--- config.mk ---
export PLATFORM = sky130hd
export DESIGN_NAME = thermostat_hysteresis_progress_bar
export DESIGN_NICKNAME = d
export VERILOG_FILES = /design/src/rtl/tsh_pkg.sv /design/src/rtl/tsh_ctrl.sv /design/src/rtl/tsh_dpath.sv /design/src/rtl/thermostat_hysteresis_progress_bar.sv
export SDC_FILE = /design/constraint.sdc
export NUM_CORES = 1
export LEC_CHECK = 0
export BUFFER_PORTS_ARGS = -buffer_cell sky130_fd_sc_hd__buf_2
export CAP_MARGIN = 20
export CORE_MARGIN = 10
export CORE_UTILIZATION = 65
export CTS_BUF_LIST = sky130_fd_sc_hd__clkbuf_8
export DETAILED_ROUTE_END_ITERATION = 10
export GPL_TIMING_DRIVEN = 0
export PLACE_DENSITY_LB_ADDON = 0.05
export SYNTH_ARGS = -nofsm -noshare
export SYNTH_HDL_FRONTEND = slang
export SYNTH_HIERARCHICAL = 1
export SYNTH_SLANG_ARGS = --single-unit
--- constraint.sdc ---
create_clock -name clk_i -period 5.8 [get_ports clk_i]
set_input_delay 0.58 -clock clk_i [delete_from_list [all_inputs] [get_ports clk_i]]
set_output_delay 0.58 -clock clk_i [all_outputs]
set_load 0.01 [all_outputs]
--- src/rtl/tsh_pkg.sv ---
// Shared types and constants for the thermostat / LED progress bar block.
// No dependencies.
package tsh_pkg;

  // T(Q8) = TempOffset - round(DivNum / sample)
  localparam logic [31:0] TempOffset = 32'd42737;
  localparam int unsigned DivNumW    = 26;
  localparam logic [DivNumW-1:0] DivNum = 26'd44134272;
  localparam int unsigned DivSteps   = DivNumW;
  localparam int unsigned DivCntW    = $clog2(DivSteps);

  localparam int unsigned SampleW    = 12;
  localparam int unsigned SetpointW  = 24;
  localparam int unsigned BandW      = 16;
  localparam int unsigned CfgDataW   = 24;
  localparam int unsigned BarW       = 16;

  localparam logic [SetpointW-1:0] SetpointReset = 24'd28160;
  localparam logic [BandW-1:0]     BandReset     = 16'd640;
  localparam logic [BarW-1:0]      BarReset      = 16'h0003;

  // config register indexes
  localparam logic CfgSetpoint = 1'b0;
  localparam logic CfgBand     = 1'b1;

  // item kinds
  localparam logic FuncSample = 1'b0;
  localparam logic FuncButton = 1'b1;

  typedef enum logic [2:0] {
    StIdle,
    StDiv,
    StTemp,
    StPrep,
    StUpd
  } ctrl_state_e;

  typedef struct packed {
    logic load;      // request accepted, capture payload
    logic div_step;  // one restoring-division step
    logic temp_ld;   // form temperature from quotient
    logic prep_ld;   // heater / threshold / accumulator staging
    logic commit;    // update state, load output register
  } tsh_cmd_t;

endpackage

--- src/rtl/tsh_ctrl.sv ---
// Sequencer for the thermostat block: handshakes, division step count,
// output valid. Depends on tsh_pkg.
module tsh_ctrl (
  input  logic              clk_i,
  input  logic              rst_ni,
  input  logic              in_valid_i,
  input  logic              func_i,
  output logic              in_ready_o,
  output logic              out_valid_o,
  input  logic              out_ready_i,
  output tsh_pkg::tsh_cmd_t cmd_o
);
  import tsh_pkg::*;

  ctrl_state_e         state_q, state_d;
  logic [DivCntW-1:0]  cnt_q, cnt_d;
  logic                out_valid_q, out_valid_d;
  logic                slot_free;

  assign slot_free = !out_valid_q || out_ready_i;

  always_ff @(posedge clk_i or negedge rst_ni) begin
    if (!rst_ni) begin
      state_q     <= StIdle;
      cnt_q       <= '0;
      out_valid_q <= 1'b0;
    end else begin
      state_q     <= state_d;
      cnt_q       <= cnt_d;
      out_valid_q <= out_valid_d;
    end
  end

  always_comb begin
    state_d    = state_q;
    cnt_d      = cnt_q;
    cmd_o      = '0;
    in_ready_o = 1'b0;
    case (state_q)
      StIdle: begin
        in_ready_o = 1'b1;
        if (in_valid_i) begin
          cmd_o.load = 1'b1;
          cnt_d      = '0;
          state_d    = (func_i == FuncButton) ? StUpd : StDiv;
        end
      end
      StDiv: begin
        cmd_o.div_step = 1'b1;
        cnt_d          = cnt_q + 1'b1;
        if (cnt_q == DivCntW'(DivSteps - 1)) begin
          state_d = StTemp;
        end
      end
      StTemp: begin
        cmd_o.temp_ld = 1'b1;
        state_d       = StPrep;
      end
      StPrep: begin
        cmd_o.prep_ld = 1'b1;
        state_d       = StUpd;
      end
      StUpd: begin
        // wait until the output register can take the result
        if (slot_free) begin
          cmd_o.commit = 1'b1;
          state_d      = StIdle;
        end
      end
      default: begin
        state_d = StIdle;
      end
    endcase
  end

  assign out_valid_d = cmd_o.commit || (out_valid_q && !out_ready_i);
  assign out_valid_o = out_valid_q;

endmodule

--- src/rtl/tsh_dpath.sv ---
// Datapath: config registers, restoring divider, thermostat and bar state,
// output register. Depends on tsh_pkg.
module tsh_dpath #(
  parameter int unsigned LED_COUNT = 16
) (
  input  logic                             clk_i,
  input  logic                             rst_ni,
  input  tsh_pkg::tsh_cmd_t                cmd_i,
  input  logic                             cfg_we_i,
  input  logic                             cfg_idx_i,
  input  logic [tsh_pkg::CfgDataW-1:0]     cfg_data_i,
  input  logic                             func_i,
  input  logic [tsh_pkg::SampleW-1:0]      adc_sample_i,
  input  logic                             button_level_i,
  output logic                             heater_on_o,
  output logic signed [31:0]               temperature_o,
  output logic [tsh_pkg::BarW-1:0]         led_pattern_o,
  output logic                             led_update_o
);
  import tsh_pkg::*;

  localparam int unsigned CntW = $clog2(LED_COUNT + 1);

  // config
  logic signed [SetpointW-1:0] sp_q;
  logic [BandW-1:0]            band_q;

  // captured request
  logic                func_q, button_q;
  logic [SampleW-1:0]  div_q;

  // divider
  logic [DivNumW-1:0]  quo_q;
  logic [SampleW-1:0]  rem_q;
  logic [SampleW:0]    trial;
  logic                qbit;

  // architectural state
  logic                heater_q;
  logic signed [31:0]  prev_q, acc_q, thr_q;
  logic [BarW-1:0]     bar_q;
  logic [CntW-1:0]     cnt_q;

  // staging
  logic signed [31:0]  temp_q, temp_d;
  logic                heat_st_q, heat_st_d;
  logic signed [31:0]  thr_st_q, thr_st_d, acc_st_q, acc_st_d;

  logic signed [33:0]  sp34, band34, t34, p34, a34, hi34, lo34, diff34, adj34, sum34;
  logic signed [33:0]  thr34;
  logic [5:0]          bit_idx;
  logic [BarW-1:0]     bar_set;
  logic                issue;

  localparam logic signed [33:0] Max34 = 34'sh0_7FFF_FFFF;
  localparam logic signed [33:0] Min34 = 34'sh3_8000_0000;

  always_ff @(posedge clk_i or negedge rst_ni) begin
    if (!rst_ni) begin
      sp_q   <= SetpointReset;
      band_q <= BandReset;
    end else if (cfg_we_i) begin
      if (cfg_idx_i == CfgSetpoint) begin
        sp_q <= cfg_data_i[SetpointW-1:0];
      end else begin
        band_q <= cfg_data_i[BandW-1:0];
      end
    end
  end

  // restoring division, one quotient bit per step
  assign trial = {rem_q, quo_q[DivNumW-1]};
  assign qbit  = (trial >= {1'b0, div_q});

  always_ff @(posedge clk_i) begin
    if (cmd_i.load) begin
      func_q   <= func_i;
      button_q <= button_level_i;
      div_q    <= adc_sample_i;
      quo_q    <= DivNum + DivNumW'(adc_sample_i >> 1);
      rem_q    <= '0;
    end else if (cmd_i.div_step) begin
      rem_q <= qbit ? SampleW'(trial - {1'b0, div_q}) : trial[SampleW-1:0];
      quo_q <= {quo_q[DivNumW-2:0], qbit};
    end
  end

  // a zero sample pins the temperature to the most negative value
  assign temp_d = (div_q == '0) ? 32'sh8000_0000 : $signed(TempOffset - {6'd0, quo_q});

  assign sp34   = {{10{sp_q[SetpointW-1]}}, sp_q};
  assign band34 = {18'd0, band_q};
  assign t34    = {{2{temp_q[31]}}, temp_q};
  assign p34    = {{2{prev_q[31]}}, prev_q};
  assign a34    = {{2{acc_q[31]}}, acc_q};
  assign hi34   = sp34 + band34;
  assign lo34   = sp34 - band34;
  assign diff34 = sp34 - t34;
  assign adj34  = diff34[33] ? diff34 + 34'sd15 : diff34;  // truncate toward zero
  assign thr34  = adj34 >>> 4;
  assign sum34  = a34 + t34 - p34;

  always_comb begin
    if (t34 > hi34) begin
      heat_st_d = 1'b0;
    end else if (t34 < lo34) begin
      heat_st_d = 1'b1;
    end else begin
      heat_st_d = heater_q;
    end
    thr_st_d = (prev_q == 32'sd0) ? thr34[31:0] : thr_q;
    if (sum34 > Max34) begin
      acc_st_d = Max34[31:0];
    end else if (sum34 < Min34) begin
      acc_st_d = Min34[31:0];
    end else begin
      acc_st_d = sum34[31:0];
    end
  end

  always_ff @(posedge clk_i) begin
    if (cmd_i.temp_ld) begin
      temp_q <= temp_d;
    end
    if (cmd_i.prep_ld) begin
      heat_st_q <= heat_st_d;
      thr_st_q  <= thr_st_d;
      acc_st_q  <= acc_st_d;
    end
  end

  // next bar bit lands at index count+1, dropped beyond the bar word
  assign bit_idx = 6'(cnt_q) + 6'd1;
  always_comb begin
    for (int k = 0; k < BarW; k++) begin
      bar_set[k] = (bit_idx == 6'(k));
    end
  end

  assign issue = (func_q == FuncSample) && (acc_st_q >= thr_st_q) &&
                 (cnt_q < CntW'(LED_COUNT));

  always_ff @(posedge clk_i or negedge rst_ni) begin
    if (!rst_ni) begin
      heater_q <= 1'b0;
      prev_q   <= '0;
      acc_q    <= '0;
      thr_q    <= '0;
      bar_q    <= BarReset;
      cnt_q    <= CntW'(1);
    end else if (cmd_i.commit) begin
      if (func_q == FuncButton) begin
        heater_q <= button_q;
      end else begin
        heater_q <= heat_st_q;
        thr_q    <= thr_st_q;
        prev_q   <= temp_q;
        if (issue) begin
          acc_q <= '0;
          bar_q <= bar_q | bar_set;
          cnt_q <= cnt_q + 1'b1;
        end else begin
          acc_q <= acc_st_q;
        end
      end
    end
  end

  // output register
  always_ff @(posedge clk_i) begin
    if (cmd_i.commit) begin
      if (func_q == FuncButton) begin
        heater_on_o   <= button_q;
        temperature_o <= prev_q;
        led_pattern_o <= '0;
        led_update_o  <= 1'b0;
      end else begin
        heater_on_o   <= heat_st_q;
        temperature_o <= temp_q;
        led_pattern_o <= issue ? bar_q : '0;
        led_update_o  <= issue;
      end
    end
  end

endmodule

--- src/rtl/thermostat_hysteresis_progress_bar.sv ---
// Thermostat with hysteresis and LED progress bar, top level.
// ADC sample: the 26-step restoring divider forms the reciprocal term, then the
// temperature and staging registers load. Button request: skips the divider.
// Each result commits once the output register is free; no new accept until then.
// Reset (rst_ni low, async): idle, heater off, bar word 0x0003, config at defaults.
module thermostat_hysteresis_progress_bar #(
  parameter int unsigned LED_COUNT = 16
) (
  input  logic                         clk_i,
  input  logic                         rst_ni,
  input  logic                         cfg_we_i,
  input  logic                         cfg_idx_i,
  input  logic [tsh_pkg::CfgDataW-1:0] cfg_data_i,
  input  logic                         in_valid_i,
  output logic                         in_ready_o,
  input  logic                         func_i,
  input  logic [tsh_pkg::SampleW-1:0]  adc_sample_i,
  input  logic                         button_level_i,
  output logic                         out_valid_o,
  input  logic                         out_ready_i,
  output logic                         heater_on_o,
  output logic signed [31:0]           temperature_o,
  output logic [tsh_pkg::BarW-1:0]     led_pattern_o,
  output logic                         led_update_o
);
  import tsh_pkg::*;

  tsh_cmd_t cmd;

  tsh_ctrl u_ctrl (
    .clk_i       (clk_i),
    .rst_ni      (rst_ni),
    .in_valid_i  (in_valid_i),
    .func_i      (func_i),
    .in_ready_o  (in_ready_o),
    .out_valid_o (out_valid_o),
    .out_ready_i (out_ready_i),
    .cmd_o       (cmd)
  );

  tsh_dpath #(
    .LED_COUNT (LED_COUNT)
  ) u_dpath (
    .clk_i          (clk_i),
    .rst_ni         (rst_ni),
    .cmd_i          (cmd),
    .cfg_we_i       (cfg_we_i),
    .cfg_idx_i      (cfg_idx_i),
    .cfg_data_i     (cfg_data_i),
    .func_i         (func_i),
    .adc_sample_i   (adc_sample_i),
    .button_level_i (button_level_i),
    .heater_on_o    (heater_on_o),
    .temperature_o  (temperature_o),
    .led_pattern_o  (led_pattern_o),
    .led_update_o   (led_update_o)
  );

endmodule

## Yosys cells after proc, flatten, opt, wreduce, memory -nomap -nowiden

Index checks and enable logic that the tools add are counted.

| storage, ports and cells | value |
|---|---|
| input port bits | 44 |
| memories | 0 |
| bits in read-only memories | 0 |
| word-level logic and storage cells | 115 |
| bits in latches | 0 |
| output and inout bits | 52 |
| flip-flop bits (word level) | 366 |
| bits in writable memories | 0 |

| cells by class | value |
|---|---|
| reduce and logical (&&, ||, !) cells | 20 |
| shifts and indexed selects | 0 |
| multipliers | 0 |
| mux-type cells | 25 |
| $add $sub $neg | 12 |
| div/mod/pow operators | 0 |
| equality and inequality tests | 23 |
| bitwise operators | 4 |
| $lt $le $gt $ge | 7 |

Operator list:

| kind | count |
|---|---|
| two-way mux 32 bit | 4 |
| two-way mux 26 bit | 2 |
| equality test 6 x 4 -> 1 bit (second input constant) | 8 |
| adder 34 x 5 -> 34 bit (second input constant) | 1 |
| greater-than comparator 34 x 32 -> 1 bit (second input constant) | 1 |
| less-than comparator 34 x 32 -> 1 bit (second input constant) | 1 |
| two-way mux 34 bit | 1 |
| subtractor 33 x 32 -> 34 bit | 1 |
| adder 32 x 32 -> 33 bit | 1 |
| subtractor 24 x 32 -> 33 bit | 1 |
| greater-or-equal comparator 32 bit | 1 |
| greater-than comparator 32 x 25 -> 1 bit | 1 |
| logical NOT 32 bit | 1 |
| less-than comparator 32 x 25 -> 1 bit | 1 |
| subtractor 16 x 26 -> 27 bit (first input constant) | 1 |
| adder 26 x 11 -> 26 bit (first input constant) | 1 |
| adder 24 x 17 -> 25 bit | 1 |
| subtractor 24 x 17 -> 25 bit | 1 |
| equality test 6 x 3 -> 1 bit (second input constant) | 4 |
| bitwise OR 16 bit | 1 |
| case mux 3 bit (5 select lines) | 1 |
| greater-or-equal comparator 13 x 12 -> 1 bit | 1 |
| equality test 6 x 2 -> 1 bit (second input constant) | 2 |
| logical NOT 12 bit | 1 |
| other kinds (26) | 52 |

## Logic depth before layout (Yosys ltp)

| depth | value |
|---|---|
| word-level depth | 5 |
| depth in mapped cells | 24 |
| mapped depth without buffers | 24 |

## Modules after synthesis

The synthesis kept the hierarchy.

By module, submodules not included:

| module | area each (µm²) | instances | seq. area each (µm²) | cells an instance |
|---|---|---|---|---|
| tsh_dpath | 23536.3 | 1 | 9701.8 | 2448 |
| tsh_ctrl | 496.7 | 1 | 225.2 | 52 |

## Worst setup path after synthesis

Ideal clock, no wire load.

| timing path | value |
|---|---|
| path kind | input to register |
| from | in out_ready_i |
| to | reg u_dpath.acc_q[23] |
| buffers on the path | 3 |
| cell stages on the path | 8 |
| setup slack | 1550 ps |
| data required time | 5717 ps |
| library setup time | 83 ps |
| arrival | 4167 ps |
| cell sequence | and2b_2 -> nor2_1 -> clkbuf_1 -> nor2b_1 -> clkbuf_1 -> clkbuf_1 -> nand2_1 -> o22ai_1 |

RTL lines:

| element | RTL line | text |
|---|---|---|
| start: declaration | thermostat_hysteresis_progress_bar.sv:20 | `input logic out_ready_i,` |
| end signal: assignment | tsh_dpath.sv:163 | `acc_q <= acc_st_q;` |
| end: declaration | tsh_dpath.sv:40 | `logic signed [31:0] prev_q, acc_q, thr_q;` |

## Worst setup path in the final report

| timing path | value |
|---|---|
| from | reg u_dpath.sp_q[0] |
| to | reg u_dpath.heat_st_q (data pin) |

| between the ends | value |
|---|---|
| word-level cells in the longest chain between the ends | 3 |
| elaborated cells between the ends (all ways) | 5 |
| those cells by class | 2 x add/sub; 2 x order compare; 1 x mux |

Ends and longest elaborated chain:

| element | RTL line | text |
|---|---|---|
| start: declaration | tsh_dpath.sv:25 | `logic signed [SetpointW-1:0] sp_q;` |
| start signal: assignment | tsh_dpath.sv:60 | `sp_q <= SetpointReset;` |
| start signal: assignment | tsh_dpath.sv:64 | `sp_q <= cfg_data_i[SetpointW-1:0];` |
| subtractor 24 x 17 -> 25 bit | tsh_dpath.sv:97 | `assign lo34 = sp34 - band34;` |
| less-than comparator 32 x 25 -> 1 bit | tsh_dpath.sv:106 | `end else if (t34 < lo34) begin` |
| two-way mux 1 bit | tsh_dpath.sv:106 |  |
| end signal: assignment | tsh_dpath.sv:126 | `heat_st_q <= heat_st_d;` |
| end: declaration | tsh_dpath.sv:46 | `logic heat_st_q, heat_st_d;` |

Several ways; a longest one is shown, not always the timed one.
A chain may end at the register's enable or synchronous reset.

==> summary.md <==
| Metric | Value |
|---|---|
| Initial Util | 0.6580 |
| Gr usage total | 0.2871 |
| Final hold slack | 0.1080 ns |
| RSZ-0062 raised after global routing | no |
| CP required | 6.20 ns |
| Final hold vios | 0 |
| Share of cells above drive strength 1 | 0.1096 |
| Slew Limit Fails | 0 |
| Synthesized cell area | 24030 µm² |
| Drt via density | 6.107 |
| Antenna cells | 0 |
| Pleak | 11.73 nW |
| # clock sinks | 362 |
| Maxcap violations | 0 |
| Grt ovf | 0 |
| Placer Congestion | 0.9781 |
| Library cells used by synthesis | 97 |
| Die Span Y | 212.3 µm |
| Tcrit/Tclk final | 0.9381 |
| Count of final setup violators | 0 |
| Top post-synthesis cells by count | nand2_1 (264), inv_1 (242), ha_1 (202), edfxtp_1 (183), o21ai_0 (173) |
| Port-buffer cells | 95 |
| Initial antenna violation count | 1 |
| Overall routed net length | 64830 µm |
| Critical Path AT | 5.85 ns |
| Async set-reset flop share out of synthesis | 0.4613 |
| Area delta synth->final | 9.881% |
| Synth Warn # | 6 |
| Synth top area share | 0.2287 |
| Die width | 212.3 µm |
| # rows | 70 |
| CTS buffer count | 59 |
| Post-CTS Setup Bufs | 0 |
| Syn Area/Cell | 9.613 µm² |
| IO Count | 96 |
| Drt wl/cell | 20.39 µm |
| DP HPWL | 50810 µm |
| Final Instance Area | 26410 µm² |
| Rel. slew slack | 0.3988 |
| Clock Pin Slew Worst Setup and Hold Paths | 0.06 ns |
| Hold crit path type | in2reg |
| DP Area | 25220 µm² |
| Leading area contributor after synthesis | edfxtp_1 |
| Crit. End Element | flop |
| Cell Count Post-Placement | 3068 |
| Root buffer cell | clkbuf_8 |
| Util after Layout | 0.7231 |
| Critical path type | reg2reg |
| Status | complete, no violations |
| CTS tree | yes |
| CTS max path bufs | 3 |
| Worst slack, placed | 0.1734 ns |
| Fmax | 183.8 MHz |
| Antenna viol nets, final | 0 |
| CP Launch Type | flop |
| H-tree levels | 2 |
| Vias | 19413 |
| TritonRoute pass-1 iters | 6 |
| Synth area leaders | edfxtp_1 (23%), dfrtp_1 (16%), ha_1 (11%), nand2_1 (4.1%), inv_1 (3.8%) |
| First-pass GRT wire length | 101400 µm |
| Most common cell in the netlist | nand2_1 |
| Synthesized Nets | 2782 |
| Vias in the first global route | 18927 |
| Layout net count | 2945 |
| Die area | 45060 µm² |
| Sequential-to-total area share from yosys stat | 0.4131 |
| CP max FO | 5 |
| Clock Latency Late Sink | 0.66 ns |
| Most used DFF post-synth | edfxtp_1 |
| PwrDens | 543.6 nW/µm² |
| Final WS setup | 0.3593 ns |
| Final TNS setup | 0 ns |
| DRC | 0 |
| Total Power | 14.36 mW |
| Number of synthesized flops with an enable pin | 183 |
| Worst VDD drop | 0.3595 mV |
| Non-Filler Instances | 3179 |
| Worst clock skew | 0.02526 ns |
| Syn Inst Count | 2500 |
| Initial DRC Count | 1578 |
| Largest net degree at the start of global routing | 101 |
| Synthesized flop and latch total | 362 |
| Post-layout minimum cycle time | 5.441 ns |
| Core Region | 36520 µm² |
| Worst-Margin Slew | 0.8905 ns |
==> placed cells by master, fill, tap and decap left out, types with 31 or more instances in the layout <==
cell      count
inv_1       270
fa_1         36
dfrtp_1     157
clkbuf_1     88
edfxtp_1    183
a21oi_1     106
clkbuf_8     67
nand2_1     264
nor3_1       40
nor2b_1      36
buf_2        98
xor2_1       56
xnor2_1      81
o22ai_1      66
a21o_1       67
o21ai_0     173
ha_1        202
mux2_2       47
nand3_1      50
nand2b_1     31
nor2_1      134
o21a_1       31
==> worst paths after layout <==
path                                              start                         endpoint  slack, ns  cells after the start
min reg2reg                u_dpath/bar_q[6]$_DFFE_PN0P_     u_dpath/bar_q[6]$_DFFE_PN0P_       0.47                      1
min in group asynchronous                        rst_ni     u_dpath/thr_q[2]$_DFFE_PN0P_       0.46                      2
min                                     adc_sample_i[0]       u_dpath/div_q[0]$_DFFE_PP_       0.11                      1
max in group asynchronous                        rst_ni     u_dpath/bar_q[1]$_DFFE_PN1P_       4.43                      3
max                         u_dpath/sp_q[0]$_DFFE_PN0P_  u_dpath/heat_st_q$_SDFFCE_PN0P_       0.36                     19
max reg2reg                 u_dpath/sp_q[0]$_DFFE_PN0P_  u_dpath/heat_st_q$_SDFFCE_PN0P_       0.36                     19
==> critical path, stage by stage, from the launching register on <==
cell and delay [ns]:
dfrtp_1 0.38, inv_1 0.12, ha_1 0.18, inv_1 0.05, fa_1 0.41, a21o_1 0.19
a21oi_1 0.23, nor2_1 0.07, o21ai_0 0.19, a21oi_1 0.15, a41oi_1 0.34, a211oi_1 0.18
a41oi_2 0.39, a31oi_1 0.28, ha_1 0.39, nand4_1 0.09, nor4_1 0.52, o311ai_0 0.45
a32o_1 0.38, o22a_1 0.19
==> state kept, by name, indices dropped and copies added (netlist names), 3 cells and up <==
signal / flops
u_dpath/acc_q: 32
u_ctrl/state_q: 3
u_dpath/prev_q: 32
u_ctrl/cnt_q: 5
u_dpath/acc_st_q: 32
u_dpath/sp_q: 24
u_dpath/div_q: 12
u_dpath/quo_q: 26
u_dpath/bar_q: 16
u_dpath/temp_q: 28
u_dpath/thr_q: 32
u_dpath/rem_q: 12
u_dpath/led_pattern_o: 16
u_dpath/band_q: 16
u_dpath/thr_st_q: 32
u_dpath/temperature_o: 32
u_dpath/cnt_q: 5
==> report_power, final <==
part	switching, mW	internal [mW]	leakage, nW
clock network	1.02	1.18	0.698
logic	4.64	3.15	7.23
registers	0.565	3.81	3.81
total	6.22	8.13	11.7
==> kinds of logic (layout without fill, tap and decap cells) <==
logic type / after synthesis / in the layout / share of synthesized area
xor+xnor: 137 / 137 / 0.04993
buf+inv: 346 / 557 / 0.05508
compound gates: 638 / 638 / 0.1744
simple gates: 719 / 719 / 0.1450
mux: 60 / 60 / 0.02744
flops: 362 / 362 / 0.4131
fa+ha+maj: 238 / 238 / 0.1352
==> area by class of cell <==
type                       count  area [µm²]
buffer                       100       399.1
clock buffer                  67       922.1
clock inverter                42       245.2
fill                        2741       10110
inverter                     246       924.6
multi-input combinational   1792       12810
sequential                   362        9927
tap                          468       585.6
timing repair buffer         102       598.1
==> layer usage <==
| metal | GRT usage | share of wire | wire length [µm] | vias up |
|---|---|---|---|---|
| met5 | 0 | 0 | 0 | - |
| met4 | 0.1347 | 0.049 | 3180 | 0 |
| met3 | 0.04094 | 0.055 | 3582 | 169 |
| met2 | 0.4723 | 0.48 | 30850 | 678 |
| met1 | 0.3687 | 0.42 | 27220 | 9359 |
| li1 | - | - | - | 9207 |
==> what timing repair did <==
| action | 4_1_cts | 5_1_grt |
|---|---|---|
| hold buffers | 1 | 0 |
| setup endpoints to repair | 0 | 1 |
| endpoints found under the hold margin | 60 | 0 |
| resized for setup | 0 | 1 |
(Power assumes the default switching activity.)
